[config.mk]
export PLATFORM = sky130hd
export DESIGN_NAME = text_console_cursor_writer
export DESIGN_NICKNAME = d
export VERILOG_FILES = /design/src/sv/txcw_pkg.sv /design/src/sv/txcw_ctrl.sv /design/src/sv/txcw_datapath.sv /design/src/sv/text_console_cursor_writer.sv
export SDC_FILE = /design/constraint.sdc
export NUM_CORES = 1
export LEC_CHECK = 0
export BUFFER_PORTS_ARGS = -buffer_cell sky130_fd_sc_hd__buf_4
export CORE_UTILIZATION = 52
export CTS_CLUSTER_SIZE = 40
export DETAILED_ROUTE_END_ITERATION = 6
export MAX_ROUTING_LAYER = met4
export PLACE_DENSITY = 0.74
export SLEW_MARGIN = 10
export SYNTH_ARGS = -nofsm -noshare
export SYNTH_HDL_FRONTEND = slang
export SYNTH_SLANG_ARGS = --single-unit
[constraint.sdc]
create_clock -name clk -period 3.9 [get_ports clk]
set_input_delay 0.195 -clock clk [delete_from_list [all_inputs] [get_ports clk]]
set_output_delay 0.195 -clock clk [all_outputs]
set_load 0.01 [all_outputs]
[src/sv/txcw_pkg.sv]
// Shared definitions for the text console cursor writer.
// Holds screen geometry, character codes, the controller state type and the
// command/status structs between controller and datapath. No dependencies.
package txcw_pkg;

  // Screen geometry.
  localparam int COLUMNS  = 80;
  localparam int ROWS     = 25;
  localparam int TAB_STOP = 8;

  // Field and internal widths.
  localparam int CHAR_W = 8;
  localparam int ATTR_W = 8;
  localparam int ADDR_W = 11;
  localparam int COL_W  = 7;
  localparam int ROW_W  = 5;
  // Wide enough for (ROWS-1)*COLUMNS + COLUMNS-1 at the largest geometry.
  localparam int BASE_W = 12;
  // Remaining-write counter holds up to TAB_STOP.
  localparam int CNT_W  = 4;
  // Position of the cursor inside its tab stop, 0 .. TAB_STOP-1.
  localparam int PH_W   = 3;

  // Character codes.
  localparam logic [CHAR_W-1:0] CHAR_TAB   = 8'h09;
  localparam logic [CHAR_W-1:0] CHAR_LF    = 8'h0A;
  localparam logic [CHAR_W-1:0] CHAR_CR    = 8'h0D;
  localparam logic [CHAR_W-1:0] CHAR_SPACE = 8'h20;
  localparam logic [CHAR_W-1:0] CHAR_FIRST = 8'h20;
  localparam logic [CHAR_W-1:0] CHAR_LAST  = 8'h7E;

  localparam logic [ATTR_W-1:0] ATTR_RESET = 8'd11;

  typedef enum logic [1:0] {
    ST_IDLE = 2'b01,
    ST_EMIT = 2'b10
  } state_t;

  typedef struct packed {
    logic load_print;
    logic load_tab;
    logic do_cr;
    logic do_lf;
    logic emit;
  } txcw_cmd_t;

  typedef struct packed {
    logic out_free;
    logic remain_last;
  } txcw_status_t;

endpackage

[src/sv/txcw_ctrl.sv]
// Controller state machine for the text console cursor writer.
// Decodes the incoming byte and sequences cell writes; uses txcw_pkg.
module txcw_ctrl import txcw_pkg::*; (
  input  logic              clk,
  input  logic              rst,
  input  logic              char_valid,
  input  logic [CHAR_W-1:0] char_code,
  output logic              char_stall,
  input  txcw_status_t      status,
  output txcw_cmd_t         cmd
);

  state_t state;
  state_t state_next;

  always_ff @(posedge clk) begin
    if (rst) begin
      state <= ST_IDLE;
    end else begin
      state <= state_next;
    end
  end

  always_comb begin
    logic accept;
    logic is_print;
    accept     = 1'b0;
    is_print   = char_code inside {[CHAR_FIRST:CHAR_LAST]};
    cmd        = '0;
    state_next = state;
    char_stall = 1'b1;
    case (state)
      ST_IDLE: begin
        char_stall = 1'b0;
        accept     = char_valid;
        if (accept) begin
          if (is_print) begin
            cmd.load_print = 1'b1;
            state_next     = ST_EMIT;
          end else if (char_code == CHAR_TAB) begin
            cmd.load_tab = 1'b1;
            state_next   = ST_EMIT;
          end else if (char_code == CHAR_CR) begin
            cmd.do_cr = 1'b1;
          end else if (char_code == CHAR_LF) begin
            cmd.do_lf = 1'b1;
          end
        end
      end
      ST_EMIT: begin
        // One cell write whenever the output register can take it.
        cmd.emit = status.out_free;
        if (status.out_free && status.remain_last) begin
          state_next = ST_IDLE;
        end
      end
      default: begin
        state_next = ST_IDLE;
      end
    endcase
  end

endmodule

[src/sv/txcw_datapath.sv]
// Datapath for the text console cursor writer: cursor, attribute register,
// write counter and the output register. Uses txcw_pkg.
module txcw_datapath import txcw_pkg::*; (
  input  logic              clk,
  input  logic              rst,
  input  txcw_cmd_t         cmd,
  output txcw_status_t      status,
  input  logic [CHAR_W-1:0] char_code,
  input  logic              color_we,
  input  logic [ATTR_W-1:0] color_data,
  output logic              cell_valid,
  input  logic              cell_stall,
  output logic [ADDR_W-1:0] cell_address,
  output logic [CHAR_W-1:0] cell_char,
  output logic [ATTR_W-1:0] cell_attr,
  output logic              last_write
);

  logic [COL_W-1:0]  col;
  logic [ROW_W-1:0]  row;
  logic [BASE_W-1:0] row_base;  // row * COLUMNS, kept by addition
  logic [PH_W-1:0]   phase;     // col modulo TAB_STOP
  logic [ATTR_W-1:0] attr;
  logic [CNT_W-1:0]  remain;
  logic [CHAR_W-1:0] cur_char;

  logic [COL_W-1:0]  col_next;
  logic [ROW_W-1:0]  row_next;
  logic [BASE_W-1:0] row_base_next;
  logic [PH_W-1:0]   phase_next;

  logic              at_col_end;
  logic              at_row_end;
  logic              at_phase_end;
  logic [ROW_W-1:0]  row_wrap;
  logic [BASE_W-1:0] base_wrap;
  logic [BASE_W-1:0] addr_full;

  assign at_col_end   = (col == COL_W'(COLUMNS - 1));
  assign at_row_end   = (row == ROW_W'(ROWS - 1));
  assign at_phase_end = (phase == PH_W'(TAB_STOP - 1));
  assign row_wrap     = at_row_end ? '0 : row + ROW_W'(1);
  assign base_wrap    = at_row_end ? '0 : row_base + BASE_W'(COLUMNS);
  assign addr_full    = row_base + BASE_W'(col);

  assign status.out_free    = !cell_valid || !cell_stall;
  assign status.remain_last = (remain == CNT_W'(1));

  always_comb begin
    col_next      = col;
    row_next      = row;
    row_base_next = row_base;
    phase_next    = phase;
    if (cmd.do_cr) begin
      col_next   = '0;
      phase_next = '0;
    end else if (cmd.do_lf || (cmd.emit && at_col_end)) begin
      col_next      = '0;
      phase_next    = '0;
      row_next      = row_wrap;
      row_base_next = base_wrap;
    end else if (cmd.emit) begin
      col_next   = col + COL_W'(1);
      phase_next = at_phase_end ? '0 : phase + PH_W'(1);
    end
  end

  always_ff @(posedge clk) begin
    if (rst) begin
      col        <= '0;
      row        <= '0;
      row_base   <= '0;
      phase      <= '0;
      attr       <= ATTR_RESET;
      cell_valid <= 1'b0;
    end else begin
      col      <= col_next;
      row      <= row_next;
      row_base <= row_base_next;
      phase    <= phase_next;
      if (color_we) begin
        attr <= color_data;
      end
      if (cmd.emit) begin
        cell_valid <= 1'b1;
      end else if (!cell_stall) begin
        cell_valid <= 1'b0;
      end
    end
  end

  // Payload registers carry no reset.
  always_ff @(posedge clk) begin
    if (cmd.load_print) begin
      cur_char <= char_code;
      remain   <= CNT_W'(1);
    end else if (cmd.load_tab) begin
      cur_char <= CHAR_SPACE;
      remain   <= CNT_W'(TAB_STOP) - CNT_W'(phase);
    end else if (cmd.emit) begin
      remain <= remain - CNT_W'(1);
    end
    if (cmd.emit) begin
      cell_address <= addr_full[ADDR_W-1:0];
      cell_char    <= cur_char;
      cell_attr    <= attr;
      last_write   <= status.remain_last;
    end
  end

endmodule

[src/sv/text_console_cursor_writer.sv]
// Top level of the text console cursor writer.
// Instantiates txcw_ctrl and txcw_datapath; uses txcw_pkg.
//
// The block turns a stream of character bytes into screen cell writes.
// Input channel: char_valid / char_stall / char_code; a transaction happens
// on a rising edge with char_valid high and char_stall low. Output channel:
// cell_valid / cell_stall with cell_address, cell_char, cell_attr and
// last_write; last_write marks the final cell write caused by one byte.
// The attribute register is written through text_color_valid / text_color
// with text_color_ready, which is always high; write it only while idle.
//
// A printable byte is accepted in ST_IDLE, which loads cur_char; in ST_EMIT
// its write is loaded into the output register once that register is free.
// A tab writes one space per cell up to the next tab stop (up to TAB_STOP
// writes). CR and LF only move the cursor and leave the input open. The rate
// is one cell write per cycle from the datapath, while the output is free.
//
// While cell_valid and cell_stall are high the output register holds its
// transaction and the write sequence pauses; char_stall stays high until every write of the
// current byte is loaded. Reset (rst, synchronous) puts the cursor at row 0,
// column 0, sets the attribute to 11 and empties the output register.
module text_console_cursor_writer import txcw_pkg::*; (
  input  logic              clk,
  input  logic              rst,
  input  logic              char_valid,
  output logic              char_stall,
  input  logic [CHAR_W-1:0] char_code,
  output logic              cell_valid,
  input  logic              cell_stall,
  output logic [ADDR_W-1:0] cell_address,
  output logic [CHAR_W-1:0] cell_char,
  output logic [ATTR_W-1:0] cell_attr,
  output logic              last_write,
  input  logic              text_color_valid,
  output logic              text_color_ready,
  input  logic [ATTR_W-1:0] text_color
);

  txcw_cmd_t    cmd;
  txcw_status_t status;

  // The attribute register accepts a write in any cycle.
  assign text_color_ready = 1'b1;

  txcw_ctrl u_ctrl (
    .clk        (clk),
    .rst        (rst),
    .char_valid (char_valid),
    .char_code  (char_code),
    .char_stall (char_stall),
    .status     (status),
    .cmd        (cmd)
  );

  txcw_datapath u_datapath (
    .clk          (clk),
    .rst          (rst),
    .cmd          (cmd),
    .status       (status),
    .char_code    (char_code),
    .color_we     (text_color_valid && text_color_ready),
    .color_data   (text_color),
    .cell_valid   (cell_valid),
    .cell_stall   (cell_stall),
    .cell_address (cell_address),
    .cell_char    (cell_char),
    .cell_attr    (cell_attr),
    .last_write   (last_write)
  );

endmodule

Word-level counts from Yosys, hierarchy flattened
Index checks and enable logic that the tools add are counted.

Flip-flop bits (word level): 78. Input bits: 21. Output and inout port bits: 31. Logic and storage cells: 73.

Add/subtract/negate cells: 7. Magnitude comparators: 2. Eq/ne operators: 13. Muxes and demuxes: 25. Bitwise logic cells: 1. Reduce and logical (&&, ||, !) cells: 12.

Operators by type and width (count): $eq 8x4->1 const B (3); $mux 4 (4); $mux 8 (2); $add 12x7->12 const B (1); $mux 12 (1); $add 11x7->11 (1); $mux 2 (5); $mux 1 (9); $ge 8x6->1 const B (1); $le 8x7->1 const B (1); $add 7x1->7 const B (1); $eq 7x7->1 const B (1); $mux 3 (2); $add 5x1->5 const B (1); $eq 5x5->1 const B (1); $mux 5 (1); $eq 4x1->1 const B (1); $ne 2x1->1 const B (2); $pmux 2 s2 (1); $reduce_bool 2->1 (2); $sub 4x1->4 const B (1); $sub 4x3->4 const A (1); $add 3x1->3 const B (1); $eq 3x3->1 const B (1); other kinds (11) (15).

Longest topological paths before layout
Gate-level depths: netlist of the first run.

Depth in word-level cells: 9. Mapped depth: 7. Mapped depth without buffers: 6.

Modules after synthesis
Synthesis of the first run repeated with hierarchy kept, for this count alone.

Cells, all modules: 276. Area total of the unflattened synthesis: 3154.3 um^2.

Modules (own cells, without submodules): txcw_datapath (times used 1, cells an instance 248, area an instance 2937.8 um^2, seq. area each 1781.7 um^2); txcw_ctrl (times used 1, cells an instance 26, area an instance 205.2 um^2, seq. area each 40.0 um^2); text_console_cursor_writer (times used 1, cells an instance 2, area an instance 11.3 um^2, seq. area each 0.0 um^2).

Worst setup path before layout of the first run
Ideal clock, no wire load.

Path kind: register to register. From: reg u_ctrl.state[1]. To: reg u_datapath.remain[2]. Setup time: 0.086 ns. Data arrival time: 1.678 ns. Data required time: 3.814 ns. Path slack: 2.136 ns. Stages on the path, launching flop included: 8. Buffers on the path: 1. Period minus slack after synthesis: 1.764 ns. Path through: dfxtp_1 > nor2b_1 > nand2_1 > inv_1 > buf_2 > nand2_1 > xor2_1 > a211oi_1.

RTL lines: start, declared (line txcw_ctrl.sv:13) `state_t state;`; start signal, assigned (line txcw_ctrl.sv:20) `state <= state_next;`; end signal, assigned (line txcw_datapath.sv:99) `remain <= CNT_W'(TAB_STOP) - CNT_W'(phase);`; end signal, assigned (line txcw_datapath.sv:101) `remain <= remain - CNT_W'(1);`; end, declared (line txcw_datapath.sv:24) `logic [CNT_W-1:0] remain;`.

Worst setup path after layout of the first run
From: reg u_datapath.col[0]. To: reg u_datapath.col[0].

Cells in the longest elaborated chain, start to end: 4. Elaborated cells between the ends (all ways): 5. Classes of those cells: add/sub: 1; eq/ne: 1; reduce/logical: 3.

Ends and longest elaborated chain: start, declared (line txcw_datapath.sv:19) `logic [COL_W-1:0] col;`; start signal, assigned (line txcw_datapath.sv:77) `col <= col_next;`; branches (longest 4 deep; another with $add 7x1->7).

Parallel ways; which one is timed is not known. A chain may end at the register's enable or synchronous reset.

==> results of run 1 <==
## cell families (layout without fill, tap and decap cells)
family | after synthesis | after routing | synth area share
buf+inv | 26 | 79 | 0.03915
xor+xnor | 18 | 18 | 0.04933
fa+ha+maj | 13 | 13 | 0.05090
compound gates | 48 | 48 | 0.1081
mux | 6 | 6 | 0.01879
other cells | 2 | 3 | 0.002350
flops | 73 | 73 | 0.5701
simple gates | 93 | 93 | 0.1613
## state kept, by name (all words and copies together) (netlist names), 2 cells and up
register / flops
u_datapath.remain: 4
u_datapath.cur_char: 8
u_datapath.cell_char: 8
u_datapath.phase: 3
u_datapath.cell_address: 11
u_datapath.row: 5
u_datapath.attr: 8
u_datapath.row_base: 7
u_ctrl.state: 2
u_datapath.col: 7
u_datapath.cell_attr: 8
## final cells by class
type | count | area, sq um | share of cell area
sequential | 73 | 1822 | 0.4775
multi-input combinational | 181 | 1252 | 0.3283
timing repair buffer | 51 | 382.9 | 0.1004
clock buffer | 10 | 127.6 | 0.03345
tap | 75 | 93.84 | 0.02460
clock inverter | 6 | 91.34 | 0.02394
inverter | 12 | 45.04 | 0.01181
## report_power, final
part	internal [mW]	switching, mW
Sequential	0.813	0.00578
Combinational	0.0325	0.0338
Clock	0.364	0.275
## final timing paths
path                                from                 endpoint  slack, ps  cells after the start
setup / recovery       u_datapath.col[0]        u_datapath.col[0]       1810                      6
hold / removal             text_color[3]       u_datapath.attr[3]         60                      2
setup reg to reg       u_datapath.col[0]        u_datapath.col[0]       1810                      6
hold reg to reg   u_datapath.cur_char[3]  u_datapath.cell_char[3]        420                      0
## cell usage after synthesis, types with 7 or more instances
library cell,n,share of area
ha_1,13,0.051
and2_1,7,0.014
dfxtp_1,37,0.23
xor2_1,8,0.022
nor2_1,19,0.022
a21oi_1,17,0.027
nand2_1,16,0.019
xnor2_1,10,0.027
inv_1,12,0.014
clkbuf_1,8,0.0094
edfxtp_1,36,0.34
nand3_1,10,0.016
## layout by cell type (no fill, tap or decap), types with 4 or more instances in the layout
master,n
edfxtp_1,36
and2_1,7
dfxtp_1,37
o32ai_1,4
nor2_1,19
mux2i_1,6
ha_1,13
xnor2_1,10
a21oi_1,17
clkbuf_8,9
xor2_1,8
inv_1,12
or3_1,4
nand3_1,10
nor3_1,6
buf_4,51
nand2_1,16
nand4_1,4
nor2b_1,5
nand2b_1,6
## metrics by stage
stage                     utilization  power [mW]  worst slack, ps  hold slack, ps  cell area, sq um
after floorplan                     -      0.8744             2136           317.4              3199
after global placement         0.6074      0.9010             1854           402.1              3596
after detailed placement       0.6074      0.9033             1809           406.2              3596
after CTS                      0.6443       1.538             1793           50.73              3815
after global routing           0.6443       1.579             1601           57.95              3815
final                          0.6443       1.524             1807           64.25              3815
## layer usage
layer | routed length [um] | global-route usage
met1 | 2579 | 0.2386
met4 | 78 | 0.1018
met2 | 2710 | 0.3161
met5 | 0 | -
met3 | 288 | 0.04205
## worst reg2reg max path, stage by stage (launching register included)
cell,delay [ps]
dfxtp_1,420
ha_1,200
nand3_1,120
nor3b_4,290
a32o_2,380
a311o_1,460
nor2_1,100
==> key figures, run 1 <==
Status
  • Status: complete, no violations

Synth
  • Primary FF master, synth: dfxtp_1
  • Synth Register Bits: 73
  • YS warnings: 0
  • Mapped Cells: 279
  • Post-Syn Area: 3196 sq um
  • Sequential-to-total area share from yosys stat: 0.5701
  • Post-synth EDFFs: 36
  • Syn Area/Cell: 11.45 sq um
  • FFs w/ async S/R, synth: 0
  • Number of distinct library cells after synthesis: 52

Die
  • Die W: 80.39 um
  • Initial core utilization: 0.5397
  • Die height: 80.39 um
  • Ports: 52
  • Num rows: 28
  • Core ar.: 5921 sq um
  • Die ar.: 6463 sq um

Setup path
  • CP cell instances: ha_1 > nand3_1 > nor3b_4 > a32o_2 > a311o_1 > nor2_1
  • Slowest CP cell: a311o_1
  • CP arrival: 2300 ps
  • Top delay family on crit path: compound AO/OA/AOI/OAI gates
  • Crit path buffers/inverters: 0
  • CP required: 4110 ps
  • Crit path max fanout: 11
  • Startpoint type of the worst setup path: flip-flop
  • Critical Path Max Stage Delay: 450 ps
  • Element type at the critical path end: flip-flop
  • Critical path type: reg -> reg

Routing
  • DR vias: 2166
  • DRC viols: 0
  • Post-DRT Antenna Nets: 0
  • Detailed Route Iter0 Violations: 144
  • DR pass1 iterations: 4
  • Wire per inst: 13.87 um
  • Vias per cell: 5.309
  • Total wire length: 5657 um

GRT
  • First-pass GRT wire length: 9370 um
  • Initial antenna violation count: 0
  • Vias in the first global route: 2104
  • Largest net degree at the start of global routing: 31
  • Tot GR Track Use: 0.1989
  • Remaining Overflow, GRT: 0

Layout
  • Area growth, synth to finish: 19.38%
  • Non-Filler Instances: 408
  • Diode insertion count for antenna repair: 0
  • Fillers: 489
  • Total Nets Final: 362
  • Proportion of layout cells with a drive suffix above 1: 0.2312

CTS
  • Worst-case clock buffer depth: 2
  • Postcts setup bufs: 0
  • CTS Buf Count: 9
  • CTS tree: yes
  • Clk slew on worst S/H paths: 70 ps
  • H-tree levels: 3
  • Post-CTS sizing: 0
  • CTS Sinks: 73
  • Cts hold-fix bufs: 0
  • Clk_lat worst skew: 340 ps
  • CTS root buffer: clkbuf_8

Place
  • Gpl congestion: 0.8494
  • Placed instance count: 392
  • Post-DP HPWL: 3977 um
  • Port bufs: 50

Power and ir drop
  • Maximum vdd drop: 238.5 uV
  • Lkg Pwr: 1.491 nW
  • Power Dens Cells: 399.4 nW/um^2

STA
  • Final Hold Fails: 0
  • Skew final: 9.149 ps
  • Tmin final: 2093 ps
  • Final setup viols: 0
  • Slew margin rel.: 0.4590
  • Slew Viols, Final: 0
  • Worst slew pin tran: 808.5 ps
  • Final period util: 0.5366
  • Setup TNS: 0 ps
  • RSZ-0062 raised after global routing: false
  • Max Freq: 477.8 MHz

Job
  • Max cap viols: 0

Min path
  • Worst Hold Class: in -> reg
Power figures use the tool's default switching activity.
==> run 2: changes to the inputs <==
--- a/config.mk
+++ b/config.mk
@@ -6,11 +6,11 @@
 export NUM_CORES = 1
 export LEC_CHECK = 0
 export BUFFER_PORTS_ARGS = -buffer_cell sky130_fd_sc_hd__buf_4
-export CORE_UTILIZATION = 52
+export CORE_UTILIZATION = 50
 export CTS_CLUSTER_SIZE = 40
 export DETAILED_ROUTE_END_ITERATION = 6
 export MAX_ROUTING_LAYER = met4
-export PLACE_DENSITY = 0.74
+export PLACE_DENSITY = 0.75
 export SLEW_MARGIN = 10
 export SYNTH_ARGS = -nofsm -noshare
 export SYNTH_HDL_FRONTEND = slang
==> constraint.sdc (replaced) <==
create_clock -name clk -period 1.8 [get_ports clk]
set_input_delay 0.09 -clock clk [delete_from_list [all_inputs] [get_ports clk]]
set_output_delay 0.09 -clock clk [all_outputs]
set_load 0.01 [all_outputs]
==> key figures, run 2 (synthesis gave the netlist of run 1 again) <==
Status
  • Status: complete, no violations (unchanged)

CTS
  • Clk_lat worst skew: 330 ps (was 340 ps)
  • CTS root buffer: clkbuf_8 (unchanged)
  • CTS Buf Count: 9 (unchanged)
  • H-tree levels: 3 (unchanged)
  • CTS Sinks: 73 (unchanged)
  • CTS tree: yes (unchanged)
  • Worst-case clock buffer depth: 2 (unchanged)
  • Clk slew on worst S/H paths: 70 ps (about the same)

STA
  • Tmin final: 1686 ps (was 2093 ps)
  • Slew Viols, Final: 0 (unchanged)
  • Final setup viols: 0 (unchanged)
  • Final Hold Fails: 0 (unchanged)
  • Max Freq: 593.0 MHz (was 477.8 MHz)
  • Skew final: 6.755 ps (was 9.149 ps)
  • Final period util: 0.9369 (was 0.5366)

Setup path
  • CP arrival: 1770 ps (was 2300 ps)
  • CP required: 1890 ps (was 4110 ps)
  • Slowest CP cell: ha_1 (was a311o_1)
  • Crit path max fanout: 4 (was 11)
  • Startpoint type of the worst setup path: flip-flop (unchanged)
  • Element type at the critical path end: flip-flop (unchanged)
  • CP cell instances: ha_1 > a21o_1 > a21oi_1 > nor2_1 > xor2_1 (was ha_1 > nand3_1 > nor3b_4 > a32o_2 > a311o_1 > nor2_1)
  • Critical Path Max Stage Delay: 360 ps (was 450 ps)
  • Critical path type: reg -> reg (unchanged)

Layout
  • Total Nets Final: 392 (was 362)
  • Diode insertion count for antenna repair: 0 (unchanged)
  • Fillers: 469 (was 489)
  • Area growth, synth to finish: 26.16% (was 19.38%)
  • Commonest non-fill, non-tap cell in the layout: buf_4 (unchanged)
  • Proportion of layout cells with a drive suffix above 1: 0.2727 (was 0.2312)
  • Max reg flops: 11 (unchanged)
  • Finished Cell Area: 4031 sq um (was 3815 sq um)
  • Commonest cells after routing, fill and taps aside: 72 x buf_4, 37 x dfxtp_1, 36 x edfxtp_1 (was 51 x buf_4, 37 x dfxtp_1, 36 x edfxtp_1)
  • Non-Filler Instances: 438 (was 408)
  • Final Util: 0.6690 (was 0.6443)
  • Largest register by flop count: u_datapath.cell_address (unchanged)

Power and ir drop
  • Maximum vdd drop: 456.3 uV (was 238.5 uV)
  • Power Dens Cells: 738.9 nW/um^2 (was 399.4 nW/um^2)
  • Lkg Pwr: 1.597 nW (was 1.491 nW)

Routing
  • DR vias: 2323 (was 2166)
  • Post-DRT Antenna Nets: 0 (unchanged)
  • Vias per cell: 5.304 (was 5.309)
  • DR pass1 iterations: 7 (was 4)
  • DRC viols: 0 (unchanged)
  • Detailed Route Iter0 Violations: 120 (was 144)
  • Total wire length: 6031 um (was 5657 um)
  • Wire per inst: 13.77 um (was 13.87 um)

Place
  • Placed instance count: 407 (was 392)
  • Placement-stage cell area: 3721 sq um (was 3596 sq um)
  • Post-DP HPWL: 4091 um (was 3977 um)
  • Port bufs: 50 (unchanged)
  • Gpl congestion: 0.8361 (was 0.8494)

GRT
  • Tot GR Track Use: 0.1974 (was 0.1989)
  • Largest net degree at the start of global routing: 31 (unchanged)
  • Vias in the first global route: 2147 (was 2104)
  • First-pass GRT wire length: 9591 um (was 9370 um)
  • Remaining Overflow, GRT: 0 (unchanged)
  • Initial antenna violation count: 0 (unchanged)

Die
  • Ports: 52 (unchanged)
  • Core ar.: 6026 sq um (was 5921 sq um)
  • Die W: 81.95 um (was 80.39 um)
  • Die ar.: 6715 sq um (was 6463 sq um)
  • Num rows: 28 (unchanged)
  • Initial core utilization: 0.5303 (was 0.5397)
  • Die height: 81.95 um (was 80.39 um)

Job
  • Max cap viols: 0 (unchanged)

Min path
  • Worst Hold Class: in -> reg (unchanged)
## run 2: cell types whose count changed in the layout (fill, tap and decap cells not counted), moves of 2 or more
cell / delta
clkbuf_1: +2
clkinv_4: -2
clkinvlp_4: +2
dlygate4sd3_1: +7
buf_4: +21
bufinv_16: -2
## run 2: metrics by stage
stage / total power, mW / TNS (ps) / hold WS [ps] / setup slack [ps]
floorplan: 1.894 / 0 / 212.4 / 36.34
global placement: 1.957 / 0 / 297.2 / 91.62
detailed placement: 1.963 / 0 / 301.7 / 21.36
CTS: 3.011 / 0 / 26.48 / 70.72
global route: 3.092 / -23.71 / 37.61 / -11.59
finish: 2.979 / 0 / 21.65 / 113.6
## run 2: what timing repair did
action / in CTS / in global routing
hold buffers: 7 / 0
hold endpoints to repair: 7 / 0
pin swaps: 0 / 3
buffers inserted: 0 / 7
gates cloned: 0 / 1
endpoints found under the setup margin: 8 / 18
gates resized for setup: 1 / 3
## run 2: area by class of cell
class / count / area, sq um / area share
Multi-Input combinational cell: 182 / 1280 / 0.3175
Clock buffer: 12 / 135.1 / 0.03352
Timing Repair Buffer: 80 / 630.6 / 0.1564
Inverter: 12 / 48.80 / 0.01210
Sequential cell: 73 / 1822 / 0.4519
Clock inverter: 4 / 21.27 / 0.005276
Tap cell: 75 / 93.84 / 0.02328
## run 2: final timing paths
check / startpoint / end / slack, ps / depth (start not counted)
worst max-delay path: u_datapath.row_base[5] / u_datapath.cell_address[9] / 110 / 5
worst min-delay path: text_color[4] / u_datapath.attr[4] / 20 / 3
worst max register to register: u_datapath.row_base[5] / u_datapath.cell_address[9] / 110 / 5
worst min register to register: u_datapath.cur_char[7] / u_datapath.cell_char[7] / 420 / 0
## run 2: layer usage
layer  share of wire  track usage  routed length [um]  vias up
li1                -            -                   -     1166
met1            0.45       0.2385                2733     1089
met2            0.49       0.3099                2947       60
met3           0.044      0.04000                 267        8
met4           0.014       0.1053                  82        0
met5               0            -                   0        -
## run 2: where the power goes
part / leakage [nW] / switching, mW / internal (mW) / total [mW]
sequential: 0.632 / 0.0121 / 1.76 / 1.78
clock: 0.0778 / 0.544 / 0.492 / 1.04
combinational: 0.887 / 0.0797 / 0.0878 / 0.168
total: 1.60 / 0.636 / 2.34 / 2.98
## run 2: worst max-delay path: cells and delay by family, from the launching register on
family                     cells  cell delay [ps]
and+or+nand+nor                1              110
DFF                            1              340
adders and majority gates      1              360
xor gates and xnor gates       1              140
AOI/OAI and AO/OA              2              490
